===== config.mk =====
export PLATFORM = sky130hd
export DESIGN_NAME = length_prefixed_nal_validator
export DESIGN_NICKNAME = d
export VERILOG_FILES = /design/src/rtl/nalv_pkg.sv /design/src/rtl/nalv_in_stage.sv /design/src/rtl/nalv_parser.sv /design/src/rtl/nalv_out_reg.sv /design/src/rtl/length_prefixed_nal_validator.sv
export SDC_FILE = /design/constraint.sdc
export NUM_CORES = 1
export LEC_CHECK = 0
export ABC_CLOCK_PERIOD_IN_PS = 3500
export BUFFER_PORTS_ARGS = -buffer_cell sky130_fd_sc_hd__buf_4
export CAP_MARGIN = 10
export CORE_ASPECT_RATIO = 0.75
export CORE_UTILIZATION = 55
export CTS_CLUSTER_SIZE = 25
export DETAILED_ROUTE_END_ITERATION = 10
export GPL_ROUTABILITY_DRIVEN = 0
export PLACE_DENSITY = 0.74
export SKIP_LAST_GASP = 1
export SYNTH_ARGS = -nofsm -noshare
export SYNTH_HDL_FRONTEND = slang
export SYNTH_SLANG_ARGS = --single-unit

===== constraint.sdc =====
create_clock -name clock -period 3.5 [get_ports clock]
set_clock_uncertainty 0.05 [all_clocks]
set_input_delay 1.05 -clock clock [delete_from_list [all_inputs] [get_ports clock]]
set_output_delay 1.05 -clock clock [all_outputs]
set_load 0.03 [all_outputs]

===== src/rtl/nalv_pkg.sv =====
`timescale 1ns / 1ps

package nalv_pkg;

   localparam int COUNT_BITS_DEFAULT = 16;

   localparam int BYTE_BITS       = 8;
   localparam int LEN_CFG_BITS    = 3;
   localparam int LEN_BITS        = 32;
   localparam int SEEN_BITS       = 3;
   localparam int STATUS_BITS     = 3;
   localparam int KNOWN_OUT_BITS  = 16;
   localparam int RSP_DATA_BITS   = 24;
   localparam int NAL_TYPE_BITS   = 5;

   localparam logic [LEN_CFG_BITS-1:0] LEN_BYTES_RESET = 3'd4;
   localparam logic [LEN_CFG_BITS-1:0] LEN_BYTES_MAX   = 3'd4;

   localparam logic [STATUS_BITS-1:0] STATUS_OK       = 3'd0;
   localparam logic [STATUS_BITS-1:0] STATUS_ZERO_LEN = 3'd1;
   localparam logic [STATUS_BITS-1:0] STATUS_OVERRUN  = 3'd2;
   localparam logic [STATUS_BITS-1:0] STATUS_NO_KNOWN = 3'd3;
   localparam logic [STATUS_BITS-1:0] STATUS_TRAILING = 3'd4;

   localparam logic [NAL_TYPE_BITS-1:0] NAL_SLICE = 5'd1;
   localparam logic [NAL_TYPE_BITS-1:0] NAL_IDR   = 5'd5;
   localparam logic [NAL_TYPE_BITS-1:0] NAL_SEI   = 5'd6;
   localparam logic [NAL_TYPE_BITS-1:0] NAL_SPS   = 5'd7;
   localparam logic [NAL_TYPE_BITS-1:0] NAL_PPS   = 5'd8;
   localparam logic [NAL_TYPE_BITS-1:0] NAL_AUD   = 5'd9;

   typedef struct packed {
      logic [BYTE_BITS-1:0] data_byte;
      logic                 last_byte;
   } beat_type;

   typedef struct packed {
      logic [KNOWN_OUT_BITS-1:0] known_units;
      logic [STATUS_BITS-1:0]    status;
      logic                      sample_ok;
   } verdict_type;

   function automatic logic nal_type_known(input logic [BYTE_BITS-1:0] b);
      logic [NAL_TYPE_BITS-1:0] t;
      t = b[NAL_TYPE_BITS-1:0];
      return (t == NAL_SLICE) || (t == NAL_IDR) || (t == NAL_SEI) ||
             (t == NAL_SPS) || (t == NAL_PPS) || (t == NAL_AUD);
   endfunction

endpackage


===== src/rtl/nalv_in_stage.sv =====
`timescale 1ns / 1ps

module nalv_in_stage
   import nalv_pkg::*;
(
   input  logic     clock,
   input  logic     reset,
   input  logic     in_valid,
   output logic     in_ready,
   input  beat_type in_beat,
   output logic     out_valid,
   input  logic     out_pop,
   output beat_type out_beat
);

   logic     valid_ff;
   logic     valid_in;
   beat_type beat_ff;

   assign in_ready  = !valid_ff || out_pop;
   assign valid_in  = (in_valid && in_ready) || (valid_ff && !out_pop);
   assign out_valid = valid_ff;
   assign out_beat  = beat_ff;

   always_ff @(posedge clock) begin
      if (reset) begin
         valid_ff <= 1'b0;
      end else begin
         valid_ff <= valid_in;
      end
      if (in_valid && in_ready) begin
         beat_ff <= in_beat;
      end
   end

endmodule


===== src/rtl/nalv_parser.sv =====
`timescale 1ns / 1ps

module nalv_parser
   import nalv_pkg::*;
#(
   parameter int COUNT_BITS = COUNT_BITS_DEFAULT
)
(
   input  logic                    clock,
   input  logic                    reset,
   input  logic [LEN_CFG_BITS-1:0] len_bytes,
   input  logic                    beat_valid,
   input  beat_type                beat,
   input  logic                    result_space,
   output logic                    beat_pop,
   output logic                    result_valid,
   output verdict_type             result
);

   typedef enum logic [1:0] {
      PH_PREFIX = 2'd0,
      PH_HEADER = 2'd1,
      PH_BODY   = 2'd2
   } phase_type;

   typedef enum logic [1:0] {
      ERR_NONE    = 2'd0,
      ERR_ZERO    = 2'd1,
      ERR_OVERRUN = 2'd2
   } err_type;

   localparam logic [COUNT_BITS-1:0] COUNT_CAP = '1;

   phase_type              phase_ff,  phase_in;
   logic [SEEN_BITS-1:0]   seen_ff,   seen_in;
   logic [LEN_BITS-1:0]    accum_ff,  accum_in;
   logic [LEN_BITS-1:0]    left_ff,   left_in;
   logic [COUNT_BITS-1:0]  count_ff,  count_in;
   err_type                err_ff,    err_in;

   logic [LEN_CFG_BITS-1:0] lsz;
   logic [SEEN_BITS-1:0]    seen_inc;
   logic [LEN_BITS-1:0]     accum_shift;
   logic [LEN_BITS-1:0]     left_dec;
   logic [STATUS_BITS-1:0]  status;
   logic [31:0]             count_wide;

   assign beat_pop     = beat_valid && (!beat.last_byte || result_space);
   assign result_valid = beat_pop && beat.last_byte;

   always_comb begin
      lsz         = (len_bytes > LEN_BYTES_MAX) ? LEN_BYTES_MAX : len_bytes;
      seen_inc    = seen_ff + 1'b1;
      accum_shift = {accum_ff[LEN_BITS-BYTE_BITS-1:0], beat.data_byte};
      left_dec    = (left_ff != '0) ? left_ff - 1'b1 : left_ff;

      phase_in = phase_ff;
      seen_in  = seen_ff;
      accum_in = accum_ff;
      left_in  = left_ff;
      count_in = count_ff;
      err_in   = err_ff;

      if (err_ff == ERR_NONE) begin
         if (phase_ff == PH_PREFIX) begin
            if (lsz == '0) begin
               err_in = ERR_ZERO;
            end else if (seen_inc >= lsz) begin
               if (accum_shift == '0) begin
                  err_in = ERR_ZERO;
               end else begin
                  left_in  = accum_shift;
                  phase_in = PH_HEADER;
               end
               seen_in  = '0;
               accum_in = '0;
            end else begin
               seen_in  = seen_inc;
               accum_in = accum_shift;
            end
         end else begin
            if (phase_ff == PH_HEADER && nal_type_known(beat.data_byte) &&
                count_ff != COUNT_CAP) begin
               count_in = count_ff + 1'b1;
            end
            left_in  = left_dec;
            phase_in = (left_dec != '0) ? PH_BODY : PH_PREFIX;
         end
      end

      if (lsz == '0) begin
         status = STATUS_ZERO_LEN;
      end else if (err_in == ERR_ZERO) begin
         status = STATUS_ZERO_LEN;
      end else if (err_in == ERR_OVERRUN) begin
         status = STATUS_OVERRUN;
      end else if (phase_in != PH_PREFIX) begin
         status = STATUS_OVERRUN;
      end else if (count_in == '0) begin
         status = STATUS_NO_KNOWN;
      end else if (seen_in != '0) begin
         status = STATUS_TRAILING;
      end else begin
         status = STATUS_OK;
      end

      count_wide         = 32'(count_in);
      result.sample_ok   = (status == STATUS_OK);
      result.status      = status;
      result.known_units = count_wide[KNOWN_OUT_BITS-1:0];
   end

   always_ff @(posedge clock) begin
      if (reset || (beat_pop && beat.last_byte)) begin
         phase_ff <= PH_PREFIX;
         seen_ff  <= '0;
         accum_ff <= '0;
         left_ff  <= '0;
         count_ff <= '0;
         err_ff   <= ERR_NONE;
      end else if (beat_pop) begin
         phase_ff <= phase_in;
         seen_ff  <= seen_in;
         accum_ff <= accum_in;
         left_ff  <= left_in;
         count_ff <= count_in;
         err_ff   <= err_in;
      end
   end

endmodule


===== src/rtl/nalv_out_reg.sv =====
`timescale 1ns / 1ps

module nalv_out_reg
   import nalv_pkg::*;
(
   input  logic        clock,
   input  logic        reset,
   input  logic        load,
   input  verdict_type load_data,
   output logic        space,
   output logic        out_valid,
   input  logic        out_ready,
   output verdict_type out_data
);

   logic        valid_ff;
   logic        valid_in;
   verdict_type data_ff;

   assign space     = !valid_ff || out_ready;
   assign valid_in  = load || (valid_ff && !out_ready);
   assign out_valid = valid_ff;
   assign out_data  = data_ff;

   always_ff @(posedge clock) begin
      if (reset) begin
         valid_ff <= 1'b0;
      end else begin
         valid_ff <= valid_in;
      end
      if (load) begin
         data_ff <= load_data;
      end
   end

endmodule


===== src/rtl/length_prefixed_nal_validator.sv =====
`timescale 1ns / 1ps
// A beat taken on req_ is registered in the input stage, then updates the parser state;
// a last byte's verdict is registered and presented on rsp_. Throughput: one byte beat
// per cycle, limited by the single parser step per cycle, while no last byte waits on a
// full verdict register. Reset: synchronous, active high; clears the parse state and the
// beat and verdict registers, and loads four as the prefix byte count.
module length_prefixed_nal_validator
   import nalv_pkg::*;
#(
   parameter int COUNT_BITS = COUNT_BITS_DEFAULT
)
(
   input  logic                     clock,
   input  logic                     reset,
   input  logic                     csr_valid,
   output logic                     csr_ready,
   input  logic [LEN_CFG_BITS-1:0]  csr_data,   // length_field_bytes
   input  logic                     req_tvalid,
   output logic                     req_tready,
   input  logic [BYTE_BITS-1:0]     req_tdata,  // data_byte
   input  logic                     req_tlast,  // last_byte
   output logic                     rsp_tvalid,
   input  logic                     rsp_tready,
   output logic [RSP_DATA_BITS-1:0] rsp_tdata   // known_units[15:0], status[2:0], sample_ok
);

   logic [LEN_CFG_BITS-1:0] len_bytes_ff;

   beat_type    req_beat;
   beat_type    s1_beat;
   logic        s1_valid;
   logic        s1_pop;
   logic        out_space;
   logic        verdict_valid;
   verdict_type verdict;
   verdict_type rsp_verdict;

   assign csr_ready = 1'b1;

   always_ff @(posedge clock) begin
      if (reset) begin
         len_bytes_ff <= LEN_BYTES_RESET;
      end else if (csr_valid) begin
         len_bytes_ff <= csr_data;
      end
   end

   assign req_beat.data_byte = req_tdata;
   assign req_beat.last_byte = req_tlast;

   nalv_in_stage u_in_stage (
      .clock     (clock),
      .reset     (reset),
      .in_valid  (req_tvalid),
      .in_ready  (req_tready),
      .in_beat   (req_beat),
      .out_valid (s1_valid),
      .out_pop   (s1_pop),
      .out_beat  (s1_beat)
   );

   nalv_parser #(
      .COUNT_BITS (COUNT_BITS)
   ) u_parser (
      .clock        (clock),
      .reset        (reset),
      .len_bytes    (len_bytes_ff),
      .beat_valid   (s1_valid),
      .beat         (s1_beat),
      .result_space (out_space),
      .beat_pop     (s1_pop),
      .result_valid (verdict_valid),
      .result       (verdict)
   );

   nalv_out_reg u_out_reg (
      .clock     (clock),
      .reset     (reset),
      .load      (verdict_valid),
      .load_data (verdict),
      .space     (out_space),
      .out_valid (rsp_tvalid),
      .out_ready (rsp_tready),
      .out_data  (rsp_verdict)
   );

   assign rsp_tdata = {4'b0000, rsp_verdict};

endmodule


==> impl_metrics.json, run 1 <==
{
  "arrival_ns": 3.46,
  "cap_violations": 0,
  "status": "completed",
  "grt_max_degree": 76,
  "cts_root_buffer": "clkbuf_16",
  "die_h_um": 96.3,
  "syn_area_per_cell_um2": 8.18,
  "rr_endpoint": "u_out_reg.out_data[1]",
  "synth_edf_count": 29,
  "cpPeakStageDelay_ns": 0.58,
  "p_leak_uw": 0.00281,
  "cts_buffers": 17,
  "drv_slew": 0,
  "cp_max_fo": 10,
  "slew_headroom_pct": 45.9,
  "crit_family": "simple AND/OR/NAND/NOR gates",
  "busiest_layer": "met2",
  "hold_buffers": 0,
  "grtUsageTotal_pct": 31.3,
  "wl_per_cell_um": 18.9,
  "hold_viol_final": 0,
  "hp-start": "u_parser.left_ff[31]",
  "met2_usage_pct": 44.6,
  "netlist_area_um2": 6520,
  "cts_max_level": 4,
  "synth-seq-area-share_pct": 39.1,
  "vias_per_cell": 6.31,
  "reg2regPathDepth": 10,
  "cts_tree": "yes",
  "synth-seq-cells": 113,
  "numPortBuffers": 38,
  "yosysWarnings": 0,
  "use_met3_pct": 10.9,
  "cts.sinks": 113,
  "post_cts_buffers": 0,
  "grt_pass1_wl_um": 29400,
  "core.rowCount": 34,
  "vias": 6275,
  "grt_pass1_vias": 5524,
  "io_pins": 44,
  "core-area_um2": 11600,
  "rsz0062_at_grt": "no",
  "grt_overflow_total": 0,
  "worstMarginPinSlew_ns": 0.791,
  "first_pass_iters": 7,
  "critPathKind": "register to register",
  "clk_pin_slew_worst_paths_ns": 0.05,
  "gr-usage-met1_pct": 43.7,
  "drt_wl_total_um": 18700,
  "fin_crit_sh_pct": 95.7,
  "powerDensity_nw_per_um2": 496,
  "worstPathRequired_ns": 3.61,
  "worstSetupEndpointType": "register",
  "peakVddDrop_mv": 0.353,
  "clockBufferDepth": 2,
  "place_ws_ns": 0.204,
  "drive_gt1_share_pct": 14.5,
  "crit-reg2reg-launch": "u_parser.left_ff[0]",
  "cpMaxStageDelayCell": "or4_1",
  "synth_cells": 797,
  "initial_core_util_pct": 56.3,
  "post-route-min-period_ns": 3.35,
  "drtIter0Drc": 699,
  "cts_resized": 0,
  "dp_hpwl_um": 12900,
  "min_delay_worst_endpoint": "u_parser.left_ff[31]",
  "nNetsFinal": 842,
  "synth-async-reset-ratio_pct": 0,
  "antenna_left": 0,
  "n_antenna_cell": 0,
  "area_delta_synth_final_pct": 15.9,
  "setup_violations": 0,
  "drcViolationCount": 0,
  "synth_ff_type": "dfxtp_1",
  "tns_ns": 0,
  "path_cells": "inv_1 > ha_1 > nor3b_4 > nand4_2 > or2_1 > or4_1 > o211ai_1 > nor3_2 > and4_4 > a221o_1",
  "utilization_pct": 65.3,
  "clock.fmax_ghz": 0.299,
  "die_w_um": 128,
  "crit_buf_inv": 1,
  "cp-start-kind": "register",
  "antenna_found_initial": 0,
  "die_area_um2": 12300,
  "clk_latency_ns": 0.41,
  "hold_class": "register to register",
  "rrSetupSlack_ns": 0.15,
  "hold_depth": 2,
  "synth.distinct_cells": 75,
  "timing.final.ws_setup_ns": 0.150
}
==> tightest hold or removal path, stage by stage, from the launching register on <==
cell and delay [ns]:
dfxtp_1 0.31, nand2_1 0.05, a21oi_1 0.05
==> layer usage <==
metal  vias to the layer above  wire length [um]
met4                         0               357
met1                      2937              8100
met2                       359              7930
met3                        41              2350
li1                       2938                 -
met5                         -                 0
==> cell usage in the layout (no fill, tap or decap), drive strengths merged, types with 4 or more instances in the layout <==
cell type,instances
nor2,94
nand2,92
dfxtp,84
a21oi,66
buf,57
nand3,44
o21ai,37
edfxtp,29
nor3,29
xnor2,27
clkbuf,26
nor4,20
inv,17
nand4,17
or3,15
xor2,14
a211oi,11
a22oi,11
o31ai,10
and4,9
mux2i,8
or2,8
o211ai,6
a31oi,6
and3,6
nor2b,6
ha,6
and2,6
or4,6
conb,5
a21o,4
o22ai,4
o2111ai,4
nor3b,4
==> through the flow <==
step	power (uW)	cells	hold WS [ns]	cell area (um^2)
floorplan	1860	800	0.382	6530
finish	3750	994	0.409	7560
detailed placement	2030	962	0.400	6950
global route	3880	994	0.423	7560
global placement	2020	962	0.393	6950
CTS	3740	994	0.408	7550
==> area by class of cell <==
class | count | area (um^2)
fill | 968 | 4020
multi-input combinational | 613 | 3680
sequential | 113 | 2550
clock buffer | 26 | 532
timing repair buffer | 57 | 453
tap | 162 | 203
clock inverter | 6 | 67.6
inverter | 17 | 63.8
==> cells in the mapped netlist, drive strengths merged, types with 3 or more instances <==
| cell | n | area [um^2] |
|---|---|---|
| a21oi | 66 | 330 |
| nand4b | 3 | 26.3 |
| nor2b | 6 | 37.5 |
| xor2 | 14 | 123 |
| nor4b | 3 | 32.5 |
| or4 | 6 | 56.3 |
| inv | 17 | 63.8 |
| a31oi | 6 | 37.5 |
| buf | 14 | 88.8 |
| edfxtp | 29 | 871 |
| o21a | 3 | 22.5 |
| a211oi | 11 | 82.6 |
| a221oi | 3 | 26.3 |
| and2 | 6 | 37.5 |
| a21o | 4 | 30.0 |
| a2bb2oi | 3 | 26.3 |
| o22ai | 4 | 25.0 |
| o211ai | 6 | 45.0 |
| nor4 | 20 | 174 |
| nor3b | 4 | 41.3 |
| ha | 6 | 75.1 |
| nor3 | 29 | 171 |
| nand4 | 17 | 128 |
| mux2i | 8 | 80.1 |
| or3 | 15 | 93.8 |
| and4 | 9 | 81.3 |
| dfxtp | 84 | 1680 |
| nand2 | 92 | 345 |
| xnor2 | 27 | 236 |
| nor2 | 94 | 360 |
| o31ai | 10 | 80.1 |
| o2111ai | 4 | 35.0 |
| a22oi | 11 | 82.6 |
| nand3 | 44 | 225 |
| clkbuf | 43 | 161 |
| or2 | 8 | 50.1 |
| o21ai | 37 | 185 |
| and3 | 6 | 37.5 |
==> power by group <==
part	leakage [uW]	total, uW	switching (uW)	internal (uW)
clock	0.000287	1720	597	1120
combinational	0.00155	639	397	242
sequential	0.000974	1400	31.3	1360
==> sequential cells by signal, summed over array words and instances (netlist names), 2 cells and up <==
signal,count
u_parser.accum_ff,24
u_parser.err_ff,2
u_parser.count_ff,16
u_in_stage.out_beat,9
u_parser.left_ff,32
u_parser.seen_ff,3
len_bytes_ff,3
u_parser.phase_ff,2
u_out_reg.out_data,20
==> logic make-up (layout without fill, tap and decap cells) <==
logic type | after synthesis | in the layout | share of synthesized area (%)
AO/OA/AOI/OAI | 182 | 182 | 17.5
XOR/XNOR | 41 | 41 | 5.51
adder cells (fa/ha/maj) | 6 | 6 | 1.15
buffers and inverters | 74 | 106 | 4.82
flip-flops | 113 | 113 | 39.1
multiplexers | 10 | 10 | 1.63
other | 2 | 5 | 0.115
AND/OR/NAND/NOR | 369 | 369 | 30.1
==> how the worst max path moves through the flow <==
stage / start / end / slack, ns / cells past startpoint
4_1_cts: u_parser.left_ff[0] / u_out_reg.out_data[2] / 0.20 / 10
3_5_place_dp: u_parser.left_ff[0] / u_out_reg.out_data[2] / 0.20 / 10
2_1_floorplan: rsp_tready / u_parser.count_ff[0] / 0.47 / 8
3_3_place_gp: u_parser.left_ff[0] / u_out_reg.out_data[2] / 0.33 / 10
6_report: u_parser.left_ff[0] / u_out_reg.out_data[1] / 0.15 / 10
5_1_grt: u_parser.left_ff[0] / u_out_reg.out_data[1] / 0.04 / 10
Power figures use the tool's default switching activity.
==> inputs of run 2 (changes only) <==
--- a/config.mk
+++ b/config.mk
@@ -6,9 +6,9 @@
 export NUM_CORES = 1
 export LEC_CHECK = 0
 export ABC_CLOCK_PERIOD_IN_PS = 3500
-export BUFFER_PORTS_ARGS = -buffer_cell sky130_fd_sc_hd__buf_4
+export BUFFER_PORTS_ARGS = -buffer_cell sky130_fd_sc_hd__buf_2
 export CAP_MARGIN = 10
-export CORE_ASPECT_RATIO = 0.75
+export CORE_ASPECT_RATIO = 0.9
 export CORE_UTILIZATION = 55
 export CTS_CLUSTER_SIZE = 25
 export DETAILED_ROUTE_END_ITERATION = 10
==> impl_metrics.json, run 2 (synthesis results as in run 1) <==
{
  "hold_buffers": 0,
  "path_cells": "inv_1 > ha_1 > nor3b_4 > nand4_2 > nor3_4 > nor4_2 > xnor2_1 > nor4bb_1 > and4_4 > a211oi_1",
  "drv_slew": 0,
  "cts_tree": "yes",
  "status": "completed",
  "vias_per_cell": 6.20,
  "fin_crit_sh_pct": 93.2,
  "cpMaxStageDelayCell": "nor3_4",
  "hold_viol_final": 0,
  "cp-start-kind": "register",
  "cp_max_fo": 10,
  "area_delta_synth_final_pct": 13.5,
  "cts_root_buffer": "clkbuf_16",
  "top_layer": "met4",
  "setup_violations": 0,
  "multi_input_area_um2": 3680,
  "rr_endpoint": "u_out_reg.out_data[2]",
  "dp_hpwl_um": 12100,
  "critPathKind": "register to register",
  "clk_latency_ns": 0.42,
  "n_antenna_cell": 0,
  "crit-reg2reg-launch": "u_parser.left_ff[0]",
  "fillerInstances": 1000,
  "hold_slack_ns": 0.425,
  "grt_overflow_total": 0,
  "wirelength_met1_um": 7860,
  "cap_violations": 0,
  "reg2regPathDepth": 10,
  "slew_headroom_pct": 37.3,
  "core-area_um2": 11500,
  "drt_wl_total_um": 17400,
  "clock.fmax_ghz": 0.306,
  "grt_pass1_vias": 5428,
  "peakVddDrop_mv": 0.377,
  "cpPeakStageDelay_ns": 0.52,
  "drtIter0Drc": 674,
  "numPortBuffers": 38,
  "startpoint": "u_parser.left_ff[0]",
  "dr_wl_met3_um": 1590,
  "nNetsFinal": 839,
  "rrSetupSlack_ns": 0.24,
  "clockBufferDepth": 2,
  "cts.sinks": 113,
  "core.rowCount": 37,
  "tns_ns": 0,
  "drive_gt1_share_pct": 14.4,
  "grt_max_degree": 80,
  "post-route-min-period_ns": 3.26,
  "worstSetupEndpointType": "register",
  "grt_pass1_wl_um": 28100,
  "most-common-layout-cells": "nor2_1, nand2_1, dfxtp_1",
  "io_pins": 44,
  "rsz0062_at_grt": "no",
  "worstMarginPinSlew_ns": 0.936,
  "p_leak_uw": 0.00276,
  "largest_reg_flops": 32,
  "wl_met2_um": 7490,
  "hold_class": "register to register",
  "arrival_ns": 3.38,
  "initial_core_util_pct": 56.8,
  "crit_buf_inv": 1,
  "cts_max_level": 4,
  "vias": 6108,
  "die_h_um": 105,
  "total_power_uw": 3670,
  "regMostFlops": "u_parser.left_ff",
  "powerDensity_nw_per_um2": 497,
  "cp_num_cells": 10,
  "wl_per_cell_um": 17.6,
  "cts_buffers": 17,
  "clk_pin_slew_worst_paths_ns": 0.05,
  "first_pass_iters": 6,
  "post_cts_buffers": 0,
  "worstPathRequired_ns": 3.61,
  "die_area_um2": 12300,
  "die_w_um": 117,
  "drcViolationCount": 0,
  "crit_family": "simple AND/OR/NAND/NOR gates",
  "antenna_found_initial": 0,
  "worstSetupEndpoint": "u_out_reg.out_data[2]",
  "grtUsageTotal_pct": 30.0,
  "antenna_left": 0,
  "seqCellArea_um2": 2550
}
run 2: layer usage:
| metal | vias to the layer above | global-route usage [%] |
|---|---|---|
| li1 | 2928 | - |
| met1 | 2839 | 43.0 |
| met2 | 302 | 42.4 |
| met3 | 39 | 7.36 |
| met4 | 0 | 13.2 |
| met5 | - | 0 |
run 2: worst min-delay path, stage by stage (launching register included):
cell,delay [ns]
dfxtp_1,0.32
nand2_1,0.06
a21oi_1,0.05
run 2: metrics by stage:
stage          area (um^2)  utilization (%)  setup WS [ns]  cells
2_1_floorplan         6530                -          0.471    800
3_3_place_gp          6810             59.4          0.354    953
3_5_place_dp          6810             59.4          0.224    953
4_1_cts               7390             64.4          0.185    985
5_1_grt               7400             64.5         0.0231    985
6_report              7400             64.5          0.237    985
run 2: power breakdown:
group | internal [uW] | switching, uW
clock network | 1070 | 596
registers | 1360 | 31.2
logic | 227 | 383
run 2: timing repair:
action / 4_1_cts / 5_1_grt
endpoints found under the hold margin: 0 / 0
gates resized for setup: 0 / 1
setup endpoints to repair: 0 / 1
run 2: layout make-up:
cell class,instances,share of cell area [%]
Multi-Input combinational cell,613,49.8
Sequential cell,113,34.5
Clock buffer,24,6.80
Timing Repair Buffer,54,4.36
Tap cell,156,2.64
Clock inverter,8,1.05
Inverter,17,0.862
run 2: how the worst min path moves through the flow:
stage,slack (ns),from,cells after the start,to
finish,0.42,u_parser.accum_ff[20],2,u_parser.accum_ff[20]
CTS,0.43,u_parser.accum_ff[20],2,u_parser.accum_ff[20]
global placement,0.39,u_parser.left_ff[31],2,u_parser.left_ff[31]
detailed placement,0.40,u_parser.left_ff[31],2,u_parser.left_ff[31]
global route,0.44,u_parser.accum_ff[20],2,u_parser.accum_ff[20]
floorplan,0.38,u_parser.left_ff[31],2,u_parser.left_ff[31]
==> inputs of run 3 (changes only) <==
--- a/config.mk
+++ b/config.mk
@@ -9,11 +9,10 @@
 export BUFFER_PORTS_ARGS = -buffer_cell sky130_fd_sc_hd__buf_2
 export CAP_MARGIN = 10
 export CORE_ASPECT_RATIO = 0.9
-export CORE_UTILIZATION = 55
+export CORE_UTILIZATION = 25
 export CTS_CLUSTER_SIZE = 25
 export DETAILED_ROUTE_END_ITERATION = 10
 export GPL_ROUTABILITY_DRIVEN = 0
-export PLACE_DENSITY = 0.74
 export SKIP_LAST_GASP = 1
 export SYNTH_ARGS = -nofsm -noshare
 export SYNTH_HDL_FRONTEND = slang
==> impl_metrics.json, run 3 (synthesis results as in run 1) <==
{
  "cts.sinks": 113,
  "multi_input_area_um2": 3680,
  "worstPathRequired_ns": 3.62,
  "die_h_um": 155,
  "cp_max_fo": 10,
  "worstMarginPinSlew_ns": 0.917,
  "die_area_um2": 26700,
  "antenna_left": 0,
  "rsz0062_at_grt": "no",
  "clock.fmax_ghz": 0.297,
  "regMostFlops": "u_parser.left_ff",
  "most-common-layout-cells": "nor2_1, nand2_1, dfxtp_1",
  "cts_buffers": 17,
  "initial_core_util_pct": 25.7,
  "dp_hpwl_um": 13000,
  "n_antenna_cell": 0,
  "grt_max_degree": 80,
  "cts_resized": 0,
  "first_pass_iters": 5,
  "arrival_ns": 3.48,
  "cts_tree": "yes",
  "numPortBuffers": 38,
  "clk_pin_slew_worst_paths_ns": 0.06,
  "cts_root_buffer": "clkbuf_16",
  "seqCellArea_um2": 2550,
  "grtUsageTotal_pct": 14.4,
  "cap_violations": 0,
  "core.rowCount": 55,
  "hold_viol_final": 0,
  "vias_per_cell": 5.20,
  "grt_overflow_total": 0,
  "post_cts_buffers": 0,
  "nNetsFinal": 845,
  "total_power_uw": 3730,
  "wl_per_cell_um": 15.8,
  "vias": 6126,
  "antenna_found_initial": 0,
  "cp-start-kind": "register",
  "powerDensity_nw_per_um2": 485,
  "drt_wl_total_um": 18600,
  "utilization_pct": 30.3,
  "core-area_um2": 25400,
  "tns_ns": 0,
  "fin_crit_sh_pct": 96.1,
  "post-route-min-period_ns": 3.36,
  "p_leak_uw": 0.00279,
  "drtIter0Drc": 674,
  "hold_class": "register to register",
  "io_pins": 44,
  "grt_pass1_vias": 5441,
  "worstSetupEndpointType": "register",
  "drv_slew": 0,
  "peakVddDrop_mv": 0.458,
  "drcViolationCount": 0,
  "fillerInstances": 2653,
  "largest_reg_flops": 32,
  "grt_pass1_wl_um": 29800,
  "hold_buffers": 0,
  "setup_violations": 0,
  "area_delta_synth_final_pct": 17.9,
  "drive_gt1_share_pct": 15.1,
  "critPathKind": "register to register",
  "status": "completed",
  "die_w_um": 172,
  "cts_max_level": 4,
  "clockBufferDepth": 2,
  "slew_headroom_pct": 38.6,
  "clk_latency_ns": 0.42
}
run 3: cell count changes in the layout (fill, tap and decap cells not counted), moves of 2 or more:
cell      delta
inv_6        +4
clkbuf_1     -3
clkinv_4     +2
buf_4        +5
clkbuf_8     -3
run 3: routing by layer:
metal	vias up	wire length [um]	share of wire, %	global-route usage (%)
met5	-	0	0	0
met4	0	421	2.3	5.48
met3	35	1240	6.6	3.23
met2	231	7540	41	19.6
met1	2911	9410	51	21.5
li1	2949	-	-	-
run 3: power breakdown:
group	switching [uW]	leakage [uW]	internal, uW
Clock	664	0.000278	1050
Sequential	31.8	0.000974	1360
Combinational	392	0.00154	226
Total	1090	0.00279	2640
run 3: stage by stage:
stage | cell area (um^2) | setup WS, ns | cells | hold slack [ns]
floorplan | 6530 | 0.471 | 800 | 0.382
global placement | 7100 | 0.314 | 1145 | 0.392
detailed placement | 7100 | 0.243 | 1145 | 0.401
CTS | 7690 | 0.224 | 1177 | 0.410
global route | 7690 | 0.000897 | 1177 | 0.436
finish | 7690 | 0.137 | 1177 | 0.411
run 3: area by class of cell:
cell class / count / share of cell area (%)
Multi-Input combinational cell: 613 / 47.9
Sequential cell: 113 / 33.2
Tap cell: 342 / 5.57
Clock buffer: 17 / 5.53
Inverter: 17 / 0.830
Timing Repair Buffer: 60 / 4.95
Clock inverter: 15 / 2.05
run 3: worst max-delay path, cell delays in order, from the launching register on:
cell and delay, ns:
dfxtp_1 0.37, nor3_1 0.50, nand4_1 0.47, or3_1 0.69
a31oi_1 0.24, a21oi_1 0.13, nor4bb_1 0.31, and4_4 0.28
a211oi_1 0.07
run 3: worst paths after layout:
| kind | startpoint | to | slack [ns] | depth (start not counted) |
|---|---|---|---|---|
| worst min-delay path | u_parser.left_ff[31] | u_parser.left_ff[31] | 0.41 | 2 |
| worst max register to register | u_parser.left_ff[20] | u_out_reg.out_data[2] | 0.14 | 8 |
| worst max-delay path | u_parser.left_ff[20] | u_out_reg.out_data[2] | 0.14 | 8 |
| worst min register to register | u_parser.left_ff[31] | u_parser.left_ff[31] | 0.41 | 2 |
